`config.mk`:
```
export PLATFORM = sky130hd
export DESIGN_NAME = rotor_word_stream_cipher_unit
export DESIGN_NICKNAME = d
export VERILOG_FILES = /design/src/hw/rtl/rwsc_pkg.sv /design/src/hw/rtl/rwsc_front.sv /design/src/hw/rtl/rwsc_block.sv /design/src/hw/rtl/rwsc_back.sv /design/src/hw/rtl/rotor_word_stream_cipher_unit.sv
export SDC_FILE = /design/constraint.sdc
export NUM_CORES = 2
export LEC_CHECK = 0
export BUFFER_PORTS_ARGS = -buffer_cell sky130_fd_sc_hd__buf_2
export CAP_MARGIN = 20
export CORE_ASPECT_RATIO = 1.4
export CORE_MARGIN = 4
export CORE_UTILIZATION = 66
export DETAILED_ROUTE_END_ITERATION = 6
export GPL_TIMING_DRIVEN = 1
export PLACE_DENSITY = 0.83
export SLEW_MARGIN = 20
export SYNTH_ARGS = -nofsm -noshare
export SYNTH_HDL_FRONTEND = slang
export SYNTH_SLANG_ARGS = --single-unit
```
`constraint.sdc`:
```
create_clock -name clk -period 36.7 [get_ports clk]
set_clock_uncertainty 0.1 [all_clocks]
set_input_delay 5.505 -clock clk [delete_from_list [all_inputs] [get_ports clk]]
set_output_delay 5.505 -clock clk [all_outputs]
set_load 0.01 [all_outputs]
```
`src/hw/rtl/rwsc_pkg.sv`:
```
// Shared types, codes and substitution tables of the rotor word stream cipher.
package rwsc_pkg;

  localparam int WORD_W      = 16;
  localparam int NUM_ROTORS  = 8;
  localparam int ROTOR_IDX_W = 3;
  localparam int INIT_PASSES = 4;
  localparam int PASS_W      = 2;
  localparam int CFG_W       = 64;
  localparam int CFG_IDX_W   = 3;
  localparam int KEY_W       = 256;
  localparam int IV_W        = 128;
  localparam int KEY_PAIR_W  = 32;

  typedef logic [WORD_W-1:0] word_t;
  typedef logic [3:0]        nib_t;
  typedef logic [1:0]        mode_t;
  typedef logic [1:0]        op_t;

  localparam mode_t MODE_INIT = 2'd0;
  localparam mode_t MODE_ENC  = 2'd1;
  localparam mode_t MODE_DEC  = 2'd2;

  localparam op_t OP_INIT = 2'd0;
  localparam op_t OP_ENC  = 2'd1;
  localparam op_t OP_DEC  = 2'd2;

  localparam logic [CFG_IDX_W-1:0] CFG_KEY_A      = 3'd0;
  localparam logic [CFG_IDX_W-1:0] CFG_KEY_B      = 3'd1;
  localparam logic [CFG_IDX_W-1:0] CFG_KEY_C      = 3'd2;
  localparam logic [CFG_IDX_W-1:0] CFG_KEY_D      = 3'd3;
  localparam logic [CFG_IDX_W-1:0] CFG_NONCE_LOW  = 3'd4;
  localparam logic [CFG_IDX_W-1:0] CFG_NONCE_HIGH = 3'd5;

  localparam word_t LFSR_TAPS = 16'hCA44;
  localparam word_t SEED_BIT  = 16'h0100;

  localparam nib_t FWD_SB [4][16] = '{
    '{4'h1, 4'hF, 4'hB, 4'h2, 4'h0, 4'h3, 4'h5, 4'h8,
      4'h6, 4'h9, 4'hC, 4'h7, 4'hD, 4'hA, 4'hE, 4'h4},
    '{4'h6, 4'hA, 4'hF, 4'h4, 4'hE, 4'hD, 4'h9, 4'h2,
      4'h1, 4'h7, 4'hC, 4'hB, 4'h0, 4'h3, 4'h5, 4'h8},
    '{4'hC, 4'h2, 4'h6, 4'h1, 4'h0, 4'h3, 4'h5, 4'h8,
      4'h7, 4'h9, 4'hB, 4'hE, 4'hA, 4'hD, 4'hF, 4'h4},
    '{4'hD, 4'hB, 4'h2, 4'h7, 4'h0, 4'h3, 4'h5, 4'h8,
      4'h6, 4'hC, 4'hF, 4'h1, 4'hA, 4'h4, 4'h9, 4'hE}
  };

  localparam nib_t INV_SB [4][16] = '{
    '{4'h4, 4'h0, 4'h3, 4'h5, 4'hF, 4'h6, 4'h8, 4'hB,
      4'h7, 4'h9, 4'hD, 4'h2, 4'hA, 4'hC, 4'hE, 4'h1},
    '{4'hC, 4'h8, 4'h7, 4'hD, 4'h3, 4'hE, 4'h0, 4'h9,
      4'hF, 4'h6, 4'h1, 4'hB, 4'hA, 4'h5, 4'h4, 4'h2},
    '{4'h4, 4'h3, 4'h1, 4'h5, 4'hF, 4'h6, 4'h2, 4'h8,
      4'h7, 4'h9, 4'hC, 4'hA, 4'h0, 4'hD, 4'hB, 4'hE},
    '{4'h4, 4'hB, 4'h2, 4'h5, 4'hD, 4'h6, 4'h8, 4'h3,
      4'h7, 4'hE, 4'hC, 4'h1, 4'h9, 4'h0, 4'hF, 4'hA}
  };

  typedef struct packed {
    op_t   op;
    word_t word;
  } rwsc_item_t;

  typedef struct packed {
    logic       valid;
    rwsc_item_t item;
  } rwsc_q_t;

endpackage

```
`src/hw/rtl/rwsc_front.sv`:
```
// Input acceptance, mode classification and the item queue toward the sequencer.
module rwsc_front (
  input  logic             clk,
  input  logic             rst,
  input  logic             in_valid,
  output logic             in_stall,
  input  rwsc_pkg::mode_t  mode,
  input  rwsc_pkg::word_t  data_word,
  output rwsc_pkg::rwsc_q_t q,
  input  logic             q_pop
);
  import rwsc_pkg::*;

  localparam int QDEPTH = 2;
  localparam int QPTR_W = $clog2(QDEPTH);
  localparam int QCNT_W = $clog2(QDEPTH + 1);

  rwsc_item_t          entries [QDEPTH];
  logic [QPTR_W-1:0]   wr_ptr;
  logic [QPTR_W-1:0]   rd_ptr;
  logic [QCNT_W-1:0]   count;
  logic [QCNT_W-1:0]   count_next;
  rwsc_item_t          item_in;
  logic                keep;
  logic                push;

  always_comb begin
    item_in.word = data_word;
    item_in.op   = OP_INIT;
    keep         = 1'b1;
    case (mode)
      MODE_INIT: item_in.op = OP_INIT;
      MODE_ENC:  item_in.op = OP_ENC;
      MODE_DEC:  item_in.op = OP_DEC;
      default:   keep = 1'b0;
    endcase
  end

  assign in_stall = (count == QCNT_W'(QDEPTH));
  assign push     = in_valid && !in_stall && keep;

  always_comb begin
    count_next = count;
    if (push && !q_pop) begin
      count_next = count + 1'b1;
    end else if (!push && q_pop) begin
      count_next = count - 1'b1;
    end
  end

  always_ff @(posedge clk) begin
    if (rst) begin
      wr_ptr <= '0;
      rd_ptr <= '0;
      count  <= '0;
    end else begin
      count <= count_next;
      if (push) begin
        wr_ptr <= wr_ptr + 1'b1;
      end
      if (q_pop) begin
        rd_ptr <= rd_ptr + 1'b1;
      end
    end
  end

  always_ff @(posedge clk) begin
    if (push) begin
      entries[wr_ptr] <= item_in;
    end
  end

  assign q.valid = (count != '0);
  assign q.item  = entries[rd_ptr];

endmodule

```
`src/hw/rtl/rwsc_block.sv`:
```
// One keyed five-round SPN block, forward and inverse, selected per step.
module rwsc_block (
  input  rwsc_pkg::word_t                       x,
  input  logic [rwsc_pkg::KEY_PAIR_W-1:0]       key_pair,
  input  logic [rwsc_pkg::ROTOR_IDX_W-1:0]      idx,
  input  logic                                  dec,
  output rwsc_pkg::word_t                       y
);
  import rwsc_pkg::*;

  function automatic word_t rol16(input word_t v, input int s);
    logic [2*WORD_W-1:0] d;
    d = {v, v} << s;
    return d[2*WORD_W-1:WORD_W];
  endfunction

  function automatic word_t sub_fwd(input word_t v);
    return {FWD_SB[0][v[15:12]], FWD_SB[1][v[11:8]], FWD_SB[2][v[7:4]], FWD_SB[3][v[3:0]]};
  endfunction

  function automatic word_t sub_inv(input word_t v);
    return {INV_SB[0][v[15:12]], INV_SB[1][v[11:8]], INV_SB[2][v[7:4]], INV_SB[3][v[3:0]]};
  endfunction

  function automatic word_t lin_fwd(input word_t v);
    nib_t  a, b, c, d;
    word_t p;
    a = v[15:12];
    b = v[11:8];
    c = v[7:4];
    d = v[3:0];
    a = a ^ c;
    b = b ^ d;
    c = c ^ b;
    d = d ^ a;
    p = {a, b, c, d};
    return p ^ rol16(p, 12) ^ rol16(p, 8);
  endfunction

  function automatic word_t lin_inv(input word_t v);
    nib_t  a, b, c, d;
    word_t p;
    p = v ^ rol16(v, 4) ^ rol16(v, 8);
    a = p[15:12];
    b = p[11:8];
    c = p[7:4];
    d = p[3:0];
    d = d ^ a;
    c = c ^ b;
    b = b ^ d;
    a = a ^ c;
    return {a, b, c, d};
  endfunction

  // OR the nibble into the rotated word, do not replace it
  function automatic word_t derive(input word_t k, input int rot, input word_t tweak);
    word_t r;
    r = rol16(k, rot);
    r = r | {6'b0, FWD_SB[0][r[9:6]], 6'b0};
    return r ^ tweak;
  endfunction

  word_t k0, k1, k2, k3;
  word_t enc_y, dec_y;
  word_t e1, e2, e3, e4;
  word_t d1, d2, d3, d4;

  assign k0 = key_pair[WORD_W-1:0];
  assign k1 = key_pair[2*WORD_W-1:WORD_W];
  assign k2 = derive(k0, 6, WORD_W'(idx) + 16'd3);
  assign k3 = derive(k1, 10, WORD_W'(idx) + 16'd4);

  assign e1    = lin_fwd(sub_fwd(x ^ k0)) ^ k1;
  assign e2    = lin_fwd(sub_fwd(e1)) ^ k2;
  assign e3    = lin_fwd(sub_fwd(e2)) ^ k3;
  assign e4    = lin_fwd(sub_fwd(e3)) ^ k1 ^ k0;
  assign enc_y = sub_fwd(e4) ^ k2 ^ k3;

  assign d1    = sub_inv(x ^ k3 ^ k2) ^ k0 ^ k1;
  assign d2    = sub_inv(lin_inv(d1)) ^ k3;
  assign d3    = sub_inv(lin_inv(d2)) ^ k2;
  assign d4    = sub_inv(lin_inv(d3)) ^ k1;
  assign dec_y = sub_inv(lin_inv(d4)) ^ k0;

  assign y = dec ? dec_y : enc_y;

endmodule

```
`src/hw/rtl/rwsc_back.sv`:
```
// Sequencer: rotor state, chain walk over the shared block, state update and result register.
module rwsc_back (
  input  logic                        clk,
  input  logic                        rst,
  input  rwsc_pkg::rwsc_q_t           q,
  output logic                        q_pop,
  input  logic [rwsc_pkg::KEY_W-1:0]  key,
  input  logic [rwsc_pkg::IV_W-1:0]   iv,
  output logic                        out_valid,
  input  logic                        out_stall,
  output rwsc_pkg::word_t             result_word,
  output logic                        from_decrypt
);
  import rwsc_pkg::*;

  localparam logic [2:0] S_IDLE = 3'd0;
  localparam logic [2:0] S_SUM  = 3'd1;
  localparam logic [2:0] S_STEP = 3'd2;
  localparam logic [2:0] S_FOLD = 3'd3;
  localparam logic [2:0] S_UPD  = 3'd4;

  localparam logic [ROTOR_IDX_W-1:0] LAST_IDX  = ROTOR_IDX_W'(NUM_ROTORS - 1);
  localparam logic [PASS_W-1:0]      LAST_PASS = PASS_W'(INIT_PASSES - 1);

  logic [2:0]             state;
  op_t                    op;
  logic [ROTOR_IDX_W-1:0] step;
  logic [PASS_W-1:0]      pass;
  word_t                  rotor [NUM_ROTORS];
  word_t                  lfsr;
  word_t                  chain;
  word_t                  chain_v [NUM_ROTORS-1];

  logic [ROTOR_IDX_W-1:0] idx;
  logic                   dec;
  word_t                  b_add;
  word_t                  x_sum;
  word_t                  blk_x;
  word_t                  blk_y;
  word_t                  nv;
  logic                   out_free;
  logic                   upd_go;

  word_t n0, n1, n2, n3, n4a, n4, n5, n6, n7, lfsr_next;

  assign dec      = (op == OP_DEC);
  assign idx      = dec ? (LAST_IDX - step) : step;
  assign b_add    = (op == OP_INIT && step == '0) ? '0 : rotor[idx];
  assign x_sum    = chain + b_add;
  assign blk_x    = dec ? chain : x_sum;
  assign nv       = dec ? (blk_y - rotor[idx]) : blk_y;
  assign out_free = !out_valid || !out_stall;
  assign upd_go   = (state == S_UPD) && out_free;
  assign q_pop    = (state == S_IDLE) && q.valid;

  rwsc_block u_block (
    .x        (blk_x),
    .key_pair (key[{idx, 5'd0} +: KEY_PAIR_W]),
    .idx      (idx),
    .dec      (dec),
    .y        (blk_y)
  );

  always_comb begin
    n1        = rotor[1] + chain_v[0] + chain_v[4] + rotor[5];
    n2        = rotor[2] + chain_v[1] + chain_v[2] + rotor[3] + rotor[0];
    n3        = rotor[3] + chain_v[0] + chain_v[3] + rotor[7];
    n4a       = rotor[4] + chain_v[1];
    n5        = rotor[5] + chain_v[0] + chain_v[3] + rotor[6];
    n6        = rotor[6] + chain_v[1] + chain_v[5];
    n7        = rotor[7] + chain_v[3];
    n0        = rotor[0] + chain_v[2] + chain_v[1] + n4a + chain_v[6];
    lfsr_next = {1'b0, lfsr[WORD_W-1:1]} ^ (lfsr[0] ? LFSR_TAPS : '0);
    n4        = n4a + lfsr_next;
  end

  always_ff @(posedge clk) begin
    if (rst) begin
      state     <= S_IDLE;
      op        <= OP_INIT;
      step      <= '0;
      pass      <= '0;
      rotor     <= '{default: '0};
      lfsr      <= '0;
      out_valid <= 1'b0;
    end else begin
      if (out_valid && !out_stall && !upd_go) begin
        out_valid <= 1'b0;
      end
      case (state)
        S_IDLE: begin
          if (q.valid) begin
            op   <= q.item.op;
            step <= '0;
            pass <= '0;
            if (q.item.op == OP_INIT) begin
              for (int i = 0; i < NUM_ROTORS; i++) begin
                rotor[i] <= iv[i*WORD_W +: WORD_W];
              end
              state <= S_SUM;
            end else begin
              state <= S_STEP;
            end
          end
        end
        S_SUM: begin
          step  <= '0;
          state <= S_STEP;
        end
        S_STEP: begin
          if (op == OP_INIT && step != '0) begin
            rotor[idx] <= x_sum;
          end
          step <= step + 1'b1;
          if (step == LAST_IDX) begin
            state <= (op == OP_INIT) ? S_FOLD : S_UPD;
          end
        end
        S_FOLD: begin
          rotor[0] <= rotor[0] + chain;
          if (pass == LAST_PASS) begin
            lfsr  <= chain | SEED_BIT;
            state <= S_IDLE;
          end else begin
            pass  <= pass + 1'b1;
            state <= S_SUM;
          end
        end
        S_UPD: begin
          if (out_free) begin
            rotor[0]  <= n0;
            rotor[1]  <= n1;
            rotor[2]  <= n2;
            rotor[3]  <= n3;
            rotor[4]  <= n4;
            rotor[5]  <= n5;
            rotor[6]  <= n6;
            rotor[7]  <= n7;
            lfsr      <= lfsr_next;
            out_valid <= 1'b1;
            state     <= S_IDLE;
          end
        end
        default: begin
          state <= S_IDLE;
        end
      endcase
    end
  end

  always_ff @(posedge clk) begin
    if (q_pop) begin
      chain <= q.item.word;
    end
    if (state == S_SUM) begin
      chain <= rotor[0] + rotor[2] + rotor[4] + rotor[6];
    end
    if (state == S_STEP) begin
      chain <= nv;
      if (!dec && idx != LAST_IDX) begin
        chain_v[idx] <= nv;
      end
      if (dec && idx != '0) begin
        chain_v[idx - 1'b1] <= nv;
      end
    end
    if (upd_go) begin
      result_word  <= chain;
      from_decrypt <= dec;
    end
  end

endmodule

```
`src/hw/rtl/rotor_word_stream_cipher_unit.sv`:
```
// Top level of the rotor word stream cipher: configuration registers, front and back.
//
// Input channel (in_valid, in_stall, mode, data_word): an item is taken at a
// clock edge with in_valid high and in_stall low. Mode initialise loads the IV
// and runs four chained passes; encrypt and decrypt give one result each; the
// unused mode code is taken and dropped.
// Output channel (out_valid, out_stall, result_word, from_decrypt): one result
// per encrypt or decrypt item, in order, held in a register until taken.
// Configuration: cfg_wr_en writes cfg_data into register cfg_index (key words
// A to D, then nonce low and high); unused indexes are ignored. Write only
// while the block is idle. Key changes apply at once, IV changes at the next
// initialise.
// Timing: a two-entry queue takes items while the sequencer works. One shared
// keyed block walks the eight rotor words, one word per cycle: encrypt and
// decrypt go through dequeue, 8 block steps and a state update that also loads
// the result register. Initialise goes through dequeue plus 4 passes of sum,
// 8 steps and fold, and gives no result.
// A stalled result holds the update step, and then the queue fills and raises
// in_stall. Reset clears the queue, the rotor words, the LFSR, the registers
// and the output.
module rotor_word_stream_cipher_unit (
  input  logic                              clk,
  input  logic                              rst,
  input  logic                              in_valid,
  output logic                              in_stall,
  input  rwsc_pkg::mode_t                   mode,
  input  rwsc_pkg::word_t                   data_word,
  output logic                              out_valid,
  input  logic                              out_stall,
  output rwsc_pkg::word_t                   result_word,
  output logic                              from_decrypt,
  input  logic                              cfg_wr_en,
  input  logic [rwsc_pkg::CFG_IDX_W-1:0]    cfg_index,
  input  logic [rwsc_pkg::CFG_W-1:0]        cfg_data
);
  import rwsc_pkg::*;

  logic [CFG_W-1:0] key_a, key_b, key_c, key_d;
  logic [CFG_W-1:0] nonce_low, nonce_high;
  rwsc_q_t          q;
  logic             q_pop;

  always_ff @(posedge clk) begin
    if (rst) begin
      key_a      <= '0;
      key_b      <= '0;
      key_c      <= '0;
      key_d      <= '0;
      nonce_low  <= '0;
      nonce_high <= '0;
    end else if (cfg_wr_en) begin
      case (cfg_index)
        CFG_KEY_A:      key_a      <= cfg_data;
        CFG_KEY_B:      key_b      <= cfg_data;
        CFG_KEY_C:      key_c      <= cfg_data;
        CFG_KEY_D:      key_d      <= cfg_data;
        CFG_NONCE_LOW:  nonce_low  <= cfg_data;
        CFG_NONCE_HIGH: nonce_high <= cfg_data;
        default: ;
      endcase
    end
  end

  rwsc_front u_front (
    .clk       (clk),
    .rst       (rst),
    .in_valid  (in_valid),
    .in_stall  (in_stall),
    .mode      (mode),
    .data_word (data_word),
    .q         (q),
    .q_pop     (q_pop)
  );

  rwsc_back u_back (
    .clk          (clk),
    .rst          (rst),
    .q            (q),
    .q_pop        (q_pop),
    .key          ({key_d, key_c, key_b, key_a}),
    .iv           ({nonce_high, nonce_low}),
    .out_valid    (out_valid),
    .out_stall    (out_stall),
    .result_word  (result_word),
    .from_decrypt (from_decrypt)
  );

endmodule

```
======== Word level (Yosys, flattened, before mapping) ========
Memory sizes are Yosys's and may differ from the RTL's. A register that Yosys moved wholly into a read port is not among the register bits.
Index checks and enable logic that the tools add are counted.
storage, ports and cells
  register bits after elaboration ......... 576
  output and inout bits ................... 19
  memory bits (writable) .................. 148
  memories ................................ 44
  memory bits (read-only) ................. 2,688
operators by class
  reduce and logical (&&, ||, !) cells .... 52
  add/subtract/negate cells ............... 38
  $lt $le $gt $ge ......................... 44
  equal/unequal tests ..................... 23
  bitwise logic cells ..................... 112
  multiplexer cells ....................... 140
  shifts and indexed selects .............. 1
memories
  memory           depth  bits a word  read ports  clocked after memory_dff  wr ports  line              source
  u_back.chain_v   7      16           7           0                         1         rwsc_back.sv:32   word_t chain_v [NUM_ROTORS-1];
  (no name shown)  16     4            1           0                         0         rwsc_block.sv:22  return {INV_SB[0][v[15:12]], INV_SB[1][v[11:8]], INV_SB[2][v[7:4]], INV_SB[3][v[3:0]]};
  (no name shown)  16     4            1           0                         0         rwsc_block.sv:22
  (no name shown)  16     4            1           0                         0         rwsc_block.sv:22
  (no name shown)  16     4            1           0                         0         rwsc_block.sv:22
  (no name shown)  16     4            1           0                         0         rwsc_block.sv:22
  +38 memories     --     --           --          --                        --        --
operators with widths
  kind                number
  $xor 16x16->16      33
  $mux 128            4
  $add 16x16->16      27
  $mux 4              84
  $pmux 112 s3        1
  $shiftx 256x9->32   1
  $mux 16             14
  $ge 5x5->1 const B  42
  $not 4->5           42
  $bwmux 128          1
  $xor 4x4->4         32
  $pmux 16 s4         1
  $bmux 16 s3         1
  $demux 16 s3        1
  $or 16x10->16       2
  $pmux 16 s2         1
  $mux 3              7
  $mux 1              16
  $reduce_and 2->1    8
  $reduce_or 16->1    1
  $sub 16x16->16      1
  $xor 15x16->16      1
  $xor 16x4->16       1
  $pmux 3 s5          1
  33 further kinds    87

======== Longest topological paths before layout ========
  depth in word-level cells ............... 57
  depth in mapped cells ................... 79
  depth with buffers taken out ............ 70

======== Hierarchy ========
From an unflattened synthesis, not the netlist that was laid out.
second synthesis, totals
  cell total of the unflattened synthesis .. 5,941
  area total of the unflattened synthesis .. 56,885.8 um^2
modules (own cells, without submodules)
  module                         cells each  times used  sequential area each (um^2)  area each (um^2)
  rwsc_back                      3,119       1           7,457.2                      28,698.8
  rotor_word_stream_cipher_unit  1,317       1           7,687.4                      14,839.2
  rwsc_block                     1,422       1           0.0                          11,792.6
  rwsc_front                     83          1           1,181.1                      1,555.2

======== Least setup slack after synthesis ========
No wires, ideal clock.
  path type ............................... flip-flop to flip-flop
  start point ............................. register u_back.step[1]
  end point ............................... register u_back.chain[15], data pin
  data arrival time ....................... 14,020 ps
  setup slack ............................. 22,325 ps
  data required time ...................... 36,345 ps
  cell stages (with the launch flop) ...... 69
  period minus slack after synthesis ...... 14,375 ps
  cell sequence ........................... dfxtp_1 -> buf_2 -> buf_4 -> nor2_1 -> clkbuf_1 -> buf_2 -> a22oi_1 -> clkbuf_1 -> o22ai_1 -> or4_1 -> nor2_1 -> ha_1 -> clkbuf_1 -> a21o_1 -> a21o_1 -> a221o_1 -> a31oi_1 -> xor2_1 -> [... 33 more ...] -> nand2b_1 -> a21o_1 -> a21o_1 -> a21o_1 -> a21o_1 -> a21o_1 -> a21oi_1 -> nor2b_1 -> o21ai_0 -> nand2b_1 -> a21o_1 -> a21o_1 -> a21o_1 -> a21oi_1 -> xnor2_1 -> xnor2_1 -> mux2i_1 -> o21ba_1
on the way
  cells in the longest elaborated chain, start to end .. 57
RTL lines
  element                                                         line                                                source
  from (decl)                                                     rwsc_back.sv:27                                     logic [ROTOR_IDX_W-1:0] step;
  from (signal assigned)                                          rwsc_back.sv:114                                    step <= step + 1'b1;
  $sub 3x3->3                                                     rwsc_back.sv:47                                     assign idx = dec ? (LAST_IDX - step) : step;
  $mux 3                                                          rwsc_back.sv:47
  $shiftx 256x9->32 or $not 3->4 (tied branches)                  rwsc_back.sv:58, rwsc_back.sv:48, rwsc_back.sv:51
  $not 4->5 (not written as such) or $bmux 16 s3 (tied branches)  rwsc_block.sv:59, rwsc_back.sv:48, rwsc_back.sv:51
  $mem_v2 16x4 or $mux 16 (tied branches)                         --
  $mux 4 (not written as such) or $mux 16 (tied branches)         rwsc_block.sv:59, rwsc_back.sv:48, rwsc_back.sv:51
  $mux 4 (not written as such) or $mux 16 (tied branches)         rwsc_block.sv:59, rwsc_back.sv:48
  $or 16x10->16 or $add 16x16->16 (tied branches)                 rwsc_block.sv:59, rwsc_back.sv:49
  [... 42 more ...]                                               --
  $mux 4 (on tied branches)                                       rwsc_block.sv:22, rwsc_block.sv:18
  $mux 4 (not written as such) or $xor 16x16->16 (tied branches)  rwsc_block.sv:22, rwsc_block.sv:77
  $xor 16x16->16 (on tied branches)                               rwsc_block.sv:83, rwsc_block.sv:77
  $mux 16                                                         rwsc_block.sv:85                                    assign y = dec ? dec_y : enc_y;
  $sub 16x16->16                                                  rwsc_back.sv:51                                     assign nv = dec ? (blk_y - rotor[idx]) : blk_y;
  $mux 16 *                                                       rwsc_back.sv:51
  named net u_back.nv[15]                                         rwsc_back.sv:40                                     word_t nv;
  $mux 16 *                                                       rwsc_back.sv:158                                    if (state == S_STEP) begin
  to (signal assigned)                                            rwsc_back.sv:153                                    chain <= q.item.word;
  to (signal assigned)                                            rwsc_back.sv:156                                    chain <= rotor[0] + rotor[2] + rotor[4] + rotor[6];
  to (signal assigned)                                            rwsc_back.sv:159                                    chain <= nv;
  to (decl)                                                       rwsc_back.sv:31                                     word_t chain;
Mark *: on every way through the listed nets, which the timed path passes. The rest lies on a longest branch. The select of a mux whose other input is x is not followed.
A chain may end at the register's enable or synchronous reset.

======== Worst setup path after layout ========
  start point ............................. register u_back.op[1]
  end point ............................... register u_back.chain[15], data pin
on the way
  cells in the longest elaborated chain, start to end .. 57
RTL lines
  element                                                         line                                                source
  from (decl)                                                     rwsc_back.sv:26                                     op_t op;
  from (signal assigned)                                          rwsc_back.sv:93                                     op <= q.item.op;
  $eq 2x2->1                                                      rwsc_back.sv:46                                     assign dec = (op == OP_DEC);
  $mux 3                                                          rwsc_back.sv:47
  $shiftx 256x9->32 or $not 3->4 (tied branches)                  rwsc_back.sv:58, rwsc_back.sv:48, rwsc_back.sv:51
  $not 4->5 (not written as such) or $bmux 16 s3 (tied branches)  rwsc_block.sv:59, rwsc_back.sv:48, rwsc_back.sv:51
  $mem_v2 16x4 or $mux 16 (tied branches)                         --
  $mux 4 (not written as such) or $mux 16 (tied branches)         rwsc_block.sv:59, rwsc_back.sv:48, rwsc_back.sv:51
  $mux 4 (not written as such) or $mux 16 (tied branches)         rwsc_block.sv:59, rwsc_back.sv:48
  $or 16x10->16 or $add 16x16->16 (tied branches)                 rwsc_block.sv:59, rwsc_back.sv:49
  [... 42 more ...]                                               --
  $mux 4 (on tied branches)                                       rwsc_block.sv:22, rwsc_block.sv:18
  $mux 4 (not written as such) or $xor 16x16->16 (tied branches)  rwsc_block.sv:22, rwsc_block.sv:77
  $xor 16x16->16 (on tied branches)                               rwsc_block.sv:83, rwsc_block.sv:77
  $mux 16                                                         rwsc_block.sv:85
  $sub 16x16->16                                                  rwsc_back.sv:51
  $mux 16 *                                                       rwsc_back.sv:51
  named net u_back.nv[15]                                         rwsc_back.sv:40
  $mux 16 *                                                       rwsc_back.sv:158
Marks and branches as above.

==> flow_summary.json <==
{
  "fin_crit_ps": 18860,
  "synthArstFlopShare_pct": 0,
  "coreArea_sq_um": 84190,
  "hold_viol": 0,
  "hpwl_um": 160200,
  "hold_path_depth": 2,
  "drc": 14,
  "cts_tree": "yes",
  "finalSetupViolCount": 0,
  "dominantRegCellSynth": "dfxtp_1",
  "syn_area_per_cell_sq_um": 8.812,
  "die_h_um": 352.2,
  "fillers": 6444,
  "slew_headroom_pct": 11.73,
  "violations": "design-rule violations",
  "critical_path_arrival_ps": 19290,
  "grt_pass1_vias": 51240,
  "cpMaxStageDelayCell": "dfxtp_1",
  "cts_buffers": 73,
  "slew_viol_final": 0,
  "crit_top_cell": "a21o_1",
  "gp_congestion": 1.098,
  "status": "finished with violations",
  "design_area_sq_um": 60070,
  "cts_setup_buffers": 0,
  "wire_per_inst_um": 29.37,
  "root_buffer": "clkbuf_16",
  "rsz0062_at_grt": "no",
  "drt-initial-drc-count": 7271,
  "place_area_sq_um": 57300,
  "die_area_sq_um": 89420,
  "viasPerCell": 7.046,
  "holdCritPathClass": "flop to flop",
  "r2r_cells": 63,
  "grt_pass1_wl_um": 320700,
  "via_count": 52560,
  "synth_nets": 7009,
  "antenna_found_initial": 32,
  "instances_no_fill": 7460,
  "yosysWarnings": 0,
  "seq_area_frac_synth_pct": 29.23,
  "place_inst": 7293,
  "multiInputGateArea_sq_um": 37040,
  "layout.nets": 6950,
  "fmax_mhz": 53.03,
  "grt_max_degree": 116,
  "clk_pin_slew_ps": 70,
  "syn_to_final_growth_pct": 7.547,
  "synthCells": 6339,
  "r2r_slack_ps": 17840,
  "hold_buffers": 0,
  "overflow": 0,
  "synthesis.area_sq_um": 55860,
  "synth_seq_cells": 725,
  "drt-total-wl_um": 219100,
  "num_rows": 126,
  "die_w_um": 253.9,
  "cts_max_level": 3,
  "setup_slack_ps": 17840,
  "cp_max_fo": 62,
  "synth_edf_count": 181,
  "cts_resized": 0,
  "grt_usage_pct": 47.80,
  "start_util_pct": 66.35,
  "maxCapViolations": 0,
  "worst_slew_pin_slew_ps": 1320,
  "cp-start-kind": "flop",
  "seq_area_sq_um": 16330,
  "period_share_pct": 51.38,
  "final_layout_size_suffix_gt1_share_pct": 9.147,
  "io_pins": 109,
  "end_kind": "flop",
  "ys_types": 124,
  "clock-sinks": 725,
  "setup_tns_ps": 0,
  "cp_slowest_stage_delay_ps": 720,
  "required_ps": 37130,
  "drtPass1Iterations": 7,
  "cts.path.max_buffers": 3,
  "port_buffers": 108,
  "dp_slack_ps": 18490,
  "clock_latency_ps": 690,
  "ant_nets": 0,
  "worstSetupPathType": "flop to flop"
}
## final timing paths
path,from,to
setup / recovery,u_back.op[1],u_back.chain[15]
hold / removal,nonce_low[30],nonce_low[30]
setup reg to reg,u_back.op[1],u_back.chain[15]
hold reg to reg,nonce_low[30],nonce_low[30]
## kinds of logic (layout without fill, tap and decap cells)
kind of cell,after synthesis,after routing,synth area share [%]
other,0,31,0
xor gates and xnor gates,539,539,9.630
muxes,272,272,6.324
buffers and inverters,676,678,4.865
adders and majority gates,586,586,16.20
AOI/OAI and AO/OA,1771,1771,20.16
and+or+nand+nor,1770,1770,13.60
DFF,725,725,29.23
## sequential cells by signal, summed over array words and instances (netlist names), 36 cells and up, named ones only
name             cells
u_back.rotor       128
u_back.chain_v     112
key_a               64
key_b               64
key_c               64
key_d               64
nonce_high          64
nonce_low           64
u_front.entries     36
## synthesized netlist by cell type (114+ instances only)
cell type  count  area [sq um]
edfxtp_1     181          5435
inv_1        316          1186
o21ai_0      220          1101
nor3_1       114         570.6
xor2_1       130          1139
a21oi_1      753          3769
fa_1         230          4604
mux2i_1      174          1742
nand2_1     1018          3821
xnor2_1      353          3092
ha_1         350          4379
dfxtp_1      544         10890
nor2_1       346          1299
clkbuf_1     260         975.9
## per-layer routing
metal | routed length (um) | part of all wire (%) | track usage (%) | up-vias
met2 | 93330 | 43 | 71.39 | 4103
met1 | 67420 | 31 | 52.91 | 24610
met4 | 28250 | 13 | 45.57 | 10
met3 | 30040 | 14 | 15.67 | 1537
met5 | 60 | 0.027 | 0 | -
li1 | - | - | - | 22300
## cell usage in the layout, fill, tap and decap left out, types with 110 or more instances in the layout
| cell type | instances |
|---|---|
| fa_1 | 230 |
| edfxtp_1 | 181 |
| dfxtp_1 | 541 |
| o21ai_0 | 218 |
| xor2_1 | 130 |
| mux2i_1 | 174 |
| a21oi_1 | 749 |
| ha_1 | 350 |
| nand2_1 | 1016 |
| nor2_1 | 333 |
| nor3_1 | 110 |
| xnor2_1 | 352 |
| inv_1 | 316 |
## per-stage QoR
step	hold slack (ps)	utilization [%]
after detailed placement	346.8	68.06
after global routing	369.3	71.31
after global placement	341.0	68.05
after floorplan	331.7	-
final	353.2	71.36
after CTS	355.5	71.25
## worst max-delay path: cells and delay by family (launching register included)
family,cells,cell delay [ps]
adders and majority gates,8,2560
buffers and inverters,5,1680
and+or+nand+nor,10,2210
muxes,4,1700
DFF,1,720
AOI/OAI and AO/OA,24,5420
xor gates and xnor gates,12,4270
## layout make-up
class / count / area share, %
Multi-Input combinational cell: 4938 / 61.65
Inverter: 326 / 2.041
Antenna cell: 31 / 0.1291
Timing Repair Buffer: 216 / 2.266
Sequential cell: 725 / 27.19
Clock buffer: 102 / 3.537
Tap cell: 1088 / 2.266
Clock inverter: 34 / 0.9227
Power is left out: the tool's default activity adds up to more than one toggle a clock period on the data nets, which glitch-free logic cannot reach.
